## src/design/hnht_pkg.sv

```systemverilog
package hnht_pkg;

  localparam int CAPACITY_DEF = 64;
  localparam int HANDLER_BITS_DEF = 16;
  localparam logic [63:0] HASH_MOD = 64'hFFFF_FFFF_FFFF_FFC5;
  localparam logic [6:0] HASH_BASE = 7'd97;
  localparam logic [5:0] HASH_FOLD = 6'd59;
  localparam logic [7:0] CHAR_OFS = 8'd31;

  typedef enum logic [2:0] {
    OP_CHAR   = 3'd0,
    OP_INSERT = 3'd1,
    OP_DELETE = 3'd2,
    OP_LKNAME = 3'd3,
    OP_LKHASH = 3'd4,
    OP_FINDH  = 3'd5
  } op_t;

  typedef enum logic [1:0] {
    ST_DONE    = 2'd0,
    ST_NOTFND  = 2'd1,
    ST_FULL    = 2'd2,
    ST_IGNORED = 2'd3
  } status_t;

  typedef struct packed {
    logic [2:0]  opcode;
    logic [7:0]  key_char;
    logic [63:0] given_hash;
    logic [15:0] handler_id;
  } in_beat_t;

  typedef struct packed {
    logic [1:0]  status;
    logic [15:0] found_handler;
    logic [63:0] found_hash;
  } out_beat_t;

  typedef enum logic [2:0] {
    S_IDLE, S_HASH1, S_HASH2, S_SCAN, S_SHIFT, S_SHWR, S_FINISH
  } fsm_t;

  // Controller to datapath commands.
  typedef struct packed {
    logic load;      // capture input beat
    logic hash_mul;  // stage 1 of hash update
    logic hash_add;  // stage 2 of hash update
    logic scan_rd;   // issue read at scan index, advance
    logic shift_rd;  // read entry idx+1 into the read registers
    logic shift_wr;  // write the read registers to idx, advance
    logic finish;    // commit and emit result
  } cmd_t;

  // Datapath to controller status.
  typedef struct packed {
    logic [2:0] op;
    logic       hid_zero;
    logic       scan_end;  // scan index reached entry count
    logic       hit;       // compare on the registered read data is a match
    logic       shift_end; // no more entries above the shift index
  } sts_t;

endpackage

```

## src/design/hnht_ctrl.sv

```systemverilog
module hnht_ctrl
  import hnht_pkg::*;
(
  input  logic clk,
  input  logic rst_n,
  input  logic start,
  output logic busy,
  input  sts_t sts,
  output cmd_t cmd
);

  fsm_t state_r, state_nxt;
  // One pending compare is in flight during the scan.
  logic pend_r, pend_nxt;

  always_ff @(posedge clk) begin
    if (!rst_n) begin
      state_r <= S_IDLE;
      pend_r  <= 1'b0;
    end else begin
      state_r <= state_nxt;
      pend_r  <= pend_nxt;
    end
  end

  always_comb begin
    state_nxt = state_r;
    pend_nxt  = 1'b0;
    cmd       = '0;
    busy      = (state_r != S_IDLE);
    case (state_r)
      S_IDLE: begin
        if (start) begin
          cmd.load  = 1'b1;
          state_nxt = S_HASH1;
        end
      end
      S_HASH1: begin
        // First cycle after load decides the path.
        case (sts.op)
          OP_CHAR: begin
            cmd.hash_mul = 1'b1;
            state_nxt = S_HASH2;
          end
          OP_INSERT, OP_DELETE, OP_LKNAME, OP_LKHASH, OP_FINDH: begin
            if ((sts.op == OP_INSERT || sts.op == OP_FINDH) && sts.hid_zero) begin
              state_nxt = S_FINISH;
            end else begin
              state_nxt = S_SCAN;
            end
          end
          default: state_nxt = S_FINISH;
        endcase
      end
      S_HASH2: begin
        cmd.hash_add = 1'b1;
        state_nxt = S_FINISH;
      end
      S_SCAN: begin
        if (pend_r && sts.hit) begin
          state_nxt = (sts.op == OP_DELETE) ? S_SHIFT : S_FINISH;
        end else if (sts.scan_end) begin
          state_nxt = S_FINISH;
        end else begin
          cmd.scan_rd = 1'b1;
          pend_nxt = 1'b1;
        end
      end
      S_SHIFT: begin
        if (sts.shift_end) begin
          state_nxt = S_FINISH;
        end else begin
          cmd.shift_rd = 1'b1;
          state_nxt = S_SHWR;
        end
      end
      S_SHWR: begin
        cmd.shift_wr = 1'b1;
        state_nxt = S_SHIFT;
      end
      S_FINISH: begin
        cmd.finish = 1'b1;
        state_nxt = S_IDLE;
      end
      default: state_nxt = S_IDLE;
    endcase
  end

`ifndef ASSERT_OFF
  a_finish_once: assert property (@(posedge clk) disable iff (!rst_n)
    cmd.finish |=> !cmd.finish)
    else $error("finish repeated");
  a_no_load_busy: assert property (@(posedge clk) disable iff (!rst_n)
    cmd.load |-> !busy)
    else $error("load while busy");
  a_shift_delete: assert property (@(posedge clk) disable iff (!rst_n)
    cmd.shift_wr |-> sts.op == OP_DELETE)
    else $error("shift outside delete");
`endif

endmodule

```

## config.mk

```make
export PLATFORM = sky130hd
export DESIGN_NAME = hnht_ctrl
export DESIGN_NICKNAME = d
export VERILOG_FILES = /design/src/design/hnht_pkg.sv /design/src/design/hnht_ctrl.sv
export SDC_FILE = /design/constraint.sdc
export NUM_CORES = 1
export LEC_CHECK = 0
export ABC_AREA = 1
export BUFFER_PORTS_ARGS = -buffer_cell sky130_fd_sc_hd__buf_2
export CAP_MARGIN = 5
export CORE_AREA = 4 4 41 43
export CTS_CLUSTER_DIAMETER = 120
export DETAILED_ROUTE_END_ITERATION = 8
export DIE_AREA = 0 0 45 47
export HOLD_SLACK_MARGIN = 0.15
export MAX_ROUTING_LAYER = met4
export PLACE_DENSITY = 0.58
export SLEW_MARGIN = 20
export SYNTH_ARGS = -nofsm -noshare
export SYNTH_HDL_FRONTEND = slang
export SYNTH_SLANG_ARGS = --single-unit
```

## constraint.sdc

```tcl
create_clock -name clk -period 2.9 [get_ports clk]
set_input_delay 0 -clock clk [delete_from_list [all_inputs] [get_ports clk]]
set_output_delay 0 -clock clk [all_outputs]
set_load 0.1 [all_outputs]
```

# Word-level counts from Yosys, hierarchy flattened
# Index checks and enable logic that the tools add are counted.
[op_classes]
n_eq_ne = 13
n_mux = 20
reduce_logical = 8
[op_table]
columns = ["op", "count"]
rows = [
  ["3-bit case mux with 6 select lines", 1],
  ["3-bit == test (second input constant)", 5],
  ["3-bit by 2-bit == test with 1-bit output (second input constant)", 4],
  ["1-bit 2-to-1 mux", 12],
  ["3-bit 2-to-1 mux", 4],
  ["3-bit by 1-bit == test with 1-bit output (second input constant)", 2],
  ["3-bit zero test", 2],
  ["3-bit case mux with 2 select lines", 1],
  ["5-bit OR reduction", 1],
  ["2-bit 2-to-1 mux", 2],
  ["3-bit != test (second input constant)", 1],
  ["3-bit nonzero test", 1],
  ["1-bit logical AND", 2],
  ["2-bit != test (second input constant)", 1],
  ["2-bit AND reduction", 1],
  ["1-bit logical OR", 1],
]
[word_totals]
regBits = 4
input_bits = 10
output_inout_bits = 8
word_cells = 43

# Depth between registers and ports, before layout
# Gate-level depths: netlist of the first run.
[depth]
depth_word = 6
depth_mapped = 8
depth_no_buf = 8

# Worst setup path before layout of the first run
# No wires, ideal clock.
[synth_timing]
kind = "flip-flop to output port"
startpoint = "register state_r[2]"
endpoint = "output cmd[2] in the netlist's numbering"
arrival_time_ns = 3.351
t_required_ns = 2.900
slack_ns = -0.451
stages_incl_launch_ff = 3
path_buffers = 0
path_cell_list = "dfxtp_1 > inv_1 > nor4_1"
[synth_lines]
columns = ["item", "line", "text"]
rows = [
  ["start: declaration", "hnht_ctrl.sv:12", "fsm_t state_r, state_nxt;"],
  ["start signal: assignment", "hnht_ctrl.sv:21", "state_r <= state_nxt;"],
  ["end: declaration", "hnht_ctrl.sv:9", "output cmd_t cmd"],
]

==> summary.md, run 1 <==
| Metric | Value |
|---|---|
| Status | `complete, no violations` |
| Part of the cycle the worst path needs | `64.18%` |
| Final min period | `1861 ps` |
| DIE HEIGHT | `47 um` |
| Post-Layout Cell Count | `95` |
| Pwr Total | `590.0 uW` |
| Filler cells | `160` |
| Clock Skew | `1.845 ps` |
| Buffers & Inverters on Critical Path | `5` |
| Via-per-instance ratio | `4.379` |
| Worst Tran Pin Value | `490.4 ps` |
| Final nets | `92` |
| RSZ-0062 raised after global routing | `no` |
| Worst Path Class, Setup | `in2out` |
| Crit path cell chain | `dlygate4sd3_1 -> buf_2 -> a21oi_1 -> dlygate4sd3_1 -> nand2_2 -> inv_1 -> buf_2` |
| Boundary Pins | `18` |
| CTS tree | `yes` |
| Sequential share of the synthesized area | `25.30%` |
| Root Buffer | `clkbuf_4` |
| Hold_ws | `160.1 ps` |
| Normalized max-slew margin | `67.53%` |
| F_max | `537.2 MHz` |
| Cell family with most CP delay | `buffers and inverters` |
| Post-layout util | `36.25%` |
| Hold Path Origin | `sts[6]` |
| Synthesized area | `316.6 um^2` |
| Router iterations before antenna repair | `4` |
| Grt ovf | `0` |
| Synthesized area per cell | `5.458 um^2` |
| Slowest CP cell | `dlygate4sd3_1` |
| Post-CTS Resized | `0` |
| Data arrival, critical path | `1860 ps` |
| Setup bufs post-CTS | `0` |
| Synth area leader | `dfxtp_1` |
| Crit path max fanout | `4` |
| Startpoint Class | `input pin` |
| Num rows | `13` |
| First-pass GRT wire length | `1359 um` |
| YS warnings | `0` |
| IO buf count | `17` |
| Synth Instances | `58` |
| Worst setup path startpoint | `sts[2]` |
| Netlist cell types | `13` |
| Clock buffer depth | `2` |
| Slowest stage delay, CP | `570 ps` |
| Post-synth top area share | `25.30%` |
| P per Cell Area | `1251 nW/um^2` |
| Clock net sink count | `4` |
| H-Tree Depth | `1` |
| Mapped Nets | `68` |
| Core ar. | `1301 um^2` |
| Vias | `416` |
| Initial core utilization | `24.33%` |
| Post-DR wirelength/cell | `8.832 um` |
| Worst r2r src | `pend_r` |
| WP data required | `2900 ps` |
| Slew Viols, Final | `0` |
| Max rail drop VDD | `0.6117 mV` |
| Initial antenna violation count | `0` |
| Hpwl dp | `712.9 um` |
| CP Capture Type | `primary output` |
| MaxCap Viol Count | `0` |
| Synth area leaders | `dfxtp_1 (25%), nand2_1 (18%), inv_1 (14%)` |
| Clk_lat worst skew | `230 ps` |
| Iteration-0 DRC Markers | `18` |
| Antenna viol nets, final | `0` |
| Routability cong. | `0.8424` |
| Seq cells post-synth | `4` |
| All-layer global routing usage | `9.217%` |
| Final Hold Fails | `0` |
| Hold Path Class | `in2reg` |
| Largest net degree at the start of global routing | `8` |
| P&R area growth vs syn | `49.01%` |
| TNS Setup | `0 ps` |
| Clk pin slew, worst setup/hold paths | `30 ps` |
| Total Wirelength | `839 um` |
| CTS buffer count | `3` |
| Residual DRC | `0` |
| Final setup vio count | `0` |
| Die Width | `45 um` |
| Share of layout cells above drive strength 1 | `30.00%` |
| Vias in the first global route | `377` |
| Die area | `2115 um^2` |
| Placed cell count | `89` |
| Ant. Diodes | `0` |
| Leakage power | `0.2859 nW` |
[synthesized netlist by cell type, drive strengths merged]
cell type	n
a21oi	3
buf	1
dfxtp	4
inv	12
nand2	16
nand3	5
nand4	2
nor2	10
nor3	2
nor4	1
o21ai	2
[report_power, final]
| part | switching [mW] | leakage (nW) | internal (mW) | total, mW |
|---|---|---|---|---|
| Clock | 0.0199 | 0.0138 | 0.0461 | 0.0660 |
| Sequential | 0.0299 | 0.0328 | 0.0748 | 0.105 |
| Combinational | 0.343 | 0.239 | 0.0768 | 0.419 |
[cells in the final DEF, fill, tap and decap left out]
cell           netlist  final
nand2_2              1      1
nand2_1             15     15
buf_2                0     17
a21oi_1              3      3
o21ai_0              2      2
nor4_2               0      1
dlygate4sd3_1        0      3
inv_1               12     12
dfxtp_1              4      4
clkbuf_4             0      3
nand3_1              5      5
nor3_1               2      2
nor2_2               2      2
nor2_1               8      8
nand4_1              2      2
[timing repair]
action | CTS | global route
hold endpoints to repair | 3 | 0
setup endpoints to repair | 0 | 0
hold buffers | 3 | 0
[final timing paths]
kind                 to  slack, ps  depth (start not counted)
min reg2reg  state_r[2]        620                          2
min          state_r[2]        160                          5
max              cmd[3]       1040                          7
max reg2reg  state_r[0]       1500                          7
[through the flow]
stage / setup slack [ps] / cell area, um^2
6_report: 1039 / 471.7
5_1_grt: 929.1 / 471.7
4_1_cts: 1024 / 471.7
3_5_place_dp: 1675 / 419.2
3_3_place_gp: 1668 / 419.2
2_1_floorplan: 278.9 / 322.8
[routing by layer]
metal	GRT usage (%)	wire length, um	vias to the layer above
met5	-	0	-
met4	7.018	0	0
met3	3.065	47	0
met2	14.69	431	11
met1	9.318	359	181
li1	-	-	224
[sequential cells by signal, indices dropped and copies added (netlist names)]
name and flops:
state_r 3, pend_r 1
[worst min-delay path, cell delays in order]
cell and delay (ps):
buf_2 110, nand2_1 80, nand2_1 50, nand2_1 50, a21oi_1 50
[layout make-up]
class                   count  area, um^2  area share, %
clock buffers               3       22.52          4.775
well taps                  15       18.77          3.979
multi-input cells          41       190.2          40.32
repair buffers             20       115.1          24.40
inverters                  12       45.04          9.549
flip-flops and latches      4       80.08          16.98
[cells by family after synthesis]
kind of cell / count (synthesis) / synth area share, %
and+or+nand+nor: 36 / 50.20
buffers and inverters: 13 / 16.60
AOI/OAI and AO/OA: 5 / 7.904
DFF: 4 / 25.30
No activity file was read; power rests on OpenSTA's default activity.
==> run 2, diff against run 1 <==
- ABC_AREA: 1 -> 0
- PLACE_DENSITY: 0.58 -> 0.61
- clock period: 2.9 -> 1.7 ns (I/O delays scaled with it)
==> summary.md, run 2 <==
| Metric | Value |
|---|---|
| Root Buffer | `clkbuf_4` |
| Largest registers | `state_r x3, pend_r x1` |
| CTS tree | `yes` |
| CTS buffer count | `3` |
| TNS Setup | `0 ps` |
| Largest reg by FF count | `state_r` |
| Vias in the first global route | `344` |
| Commonest non-fill, non-tap cells in the layout | `buf_2 (14), nand2_1 (6), nor2_1 (4), dfxtp_1 (4)` |
| Antenna viol nets, final | `0` |
| Clock Skew | `6.699 ps` |
| Clk pin slew, worst setup/hold paths | `40 ps` |
| First-pass GRT wire length | `1414 um` |
| Cts hold-fix bufs | `2` |
| Final Hold Fails | `0` |
| Vias | `360` |
| Grt ovf | `0` |
| Placed cell count | `72` |
| Worst Tran Pin Value | `489.6 ps` |
| Synth area leader | `dfxtp_1` |
| Compound-Gate Fraction of Synth Area | `21.13%` |
| Hold Path Class | `in2reg` |
| DIE HEIGHT | `47 um` |
| P&R area growth vs syn | `65.66%` |
| MaxCap Viol Count | `0` |
| Most common cell in the synthesized netlist | `nand2_1` |
| Slowest stage delay, CP | `570 ps` |
| Most frequent cells after synthesis | `nand2_1 (6), nor2_1 (5), dfxtp_1 (4)` |
| Post-layout util | `42.21%` |
| CP Capture Point | `cmd[6]` |
| Crit path max fanout | `10` |
| Post-DR wirelength/cell | `11.29 um` |
| Ant. Diodes | `0` |
| Router iterations before antenna repair | `2` |
| Synth Area in XOR/XNOR | `0%` |
| Total Wirelength | `869 um` |
| Final worst slack | `146.6 ps` |
| Slowest CP cell | `or3_2` |
| WP data required | `1700 ps` |
| Max FFs per register | `3` |
| Commonest non-fill, non-tap cell in the layout | `buf_2` |
| Hpwl dp | `638.2 um` |
| Num rows | `13` |
| Post-synthesis mux area share | `0%` |
| H-Tree Depth | `1` |
| F_max | `643.7 MHz` |
| Synth Flop Type | `dfxtp_1` |
| Residual DRC | `0` |
| Crit path cell chain | `or3_2 -> nor2_4 -> buf_12` |
| Die Width | `45 um` |
| Synth area leaders | `dfxtp_1 (24%), nand2_1 (6.8%), nor2_1 (5.7%)` |
| Iteration-0 DRC Markers | `2` |
| Via-per-instance ratio | `4.675` |
| Final min period | `1553 ps` |
| Data arrival, critical path | `1550 ps` |
| Boundary Pins | `18` |
| Netlist cell types | `25` |
| Worst R2R Setup Slack | `320 ps` |
| Critical R2R Capture | `state_r[0]` |
| Clock net sink count | `4` |
| Initial core utilization | `25.48%` |
| Largest net degree at the start of global routing | `13` |
| Core ar. | `1301 um^2` |
| Seq cells post-synth | `4` |
| Worst setup path startpoint | `state_r[0]` |
| Post-CTS Resized | `0` |
| Status | `complete, no violations` |
| Sequential share of the synthesized area | `24.15%` |
| Startpoint Class | `register` |
| Part of the cycle the worst path needs | `91.38%` |
| Normalized max-slew margin | `67.59%` |
| Synthesized area per cell | `7.711 um^2` |
| Slew Viols, Final | `0` |
| Worst Path Class, Setup | `reg2out` |
| Clock buffer depth | `2` |
| RSZ-0062 raised after global routing | `no` |
| Die area | `2115 um^2` |
| Final setup vio count | `0` |
| Synthesized area | `331.6 um^2` |
| Worst r2r src | `state_r[0]` |
| Post-synth EDFFs | `0` |
| CP Capture Type | `primary output` |
| Simple-gate portion of the synthesized area | `46.04%` |
| R2R depth | `4` |
| All-layer global routing usage | `9.951%` |
| Post-synth top area share | `24.15%` |
| YS warnings | `0` |
| Placement-stage worst setup slack | `315.6 ps` |
| Share of layout cells above drive strength 1 | `51.61%` |
| Clk_lat worst skew | `240 ps` |
| IO buf count | `17` |
| Initial antenna violation count | `0` |
| Post-synth ARST share | `0%` |
| Mapped Nets | `53` |
| Synth Instances | `43` |
| Routability cong. | `0.7686` |
| Final nets | `74` |
| Setup bufs post-CTS | `0` |
| Main combinational cell family by area after synthesis | `simple AND/OR/NAND/NOR gates` |
| Post-Layout Cell Count | `77` |
| Synth Area in Adders | `0%` |
-- run 2: cell types whose count changed after synthesis, sizes merged, moves of 2 or more --
cell	delta
a211oi	+2
nand3	-4
nand4	-2
nand2	-10
nor3b	+2
buf	+3
inv	-11
nor4b	+2
nor2	-4
-- run 2: logic make-up after synthesis --
family	Yosys count
AO/OA/AOI/OAI	9
buffers and inverters	5
flip-flops	4
AND/OR/NAND/NOR	25
-- run 2: area by class of cell --
cell class,instances,area [um^2]
fillers,138,752.0
clock buffers,3,22.52
flip-flops and latches,4,80.08
multi-input cells,34,266.5
repair buffers,20,157.7
inverters,1,3.754
well taps,15,18.77
-- run 2: how the worst min path moves through the flow --
stage               startpoint    endpoint  depth (start not counted)
floorplan               sts[0]      cmd[2]                          1
global placement         rst_n      pend_r                          2
detailed placement       rst_n      pend_r                          2
CTS                     sts[5]  state_r[0]                          3
global route            sts[5]  state_r[0]                          3
finish                  sts[5]  state_r[0]                          3
-- run 2: stage by stage --
stage / area, um^2 / hold slack, ps
after floorplan: 375.4 / 112.9
after CTS: 549.3 / 161.6
after global placement: 506.7 / 271.4
after detailed placement: 506.7 / 263.6
final: 549.3 / 172.9
after global routing: 549.3 / 206.7
-- run 2: worst max-delay path, delay by kind of cell, from the launching register on --
family | cells | cell delay (ps)
and+or+nand+nor | 2 | 710
DFF | 1 | 430
buffers and inverters | 1 | 180
-- run 2: layer usage --
| layer | track usage (%) | wire length [um] | vias up |
|---|---|---|---|
| met5 | - | 0 | - |
| met4 | 8.772 | 0 | 0 |
| met3 | 2.682 | 48 | 0 |
| met2 | 15.54 | 447 | 11 |
| met1 | 10.23 | 372 | 160 |
| li1 | - | - | 189 |
Power of run 2 is not shown: default switching activity piles up to over one toggle a cycle in this logic, so the estimate is an artifact.
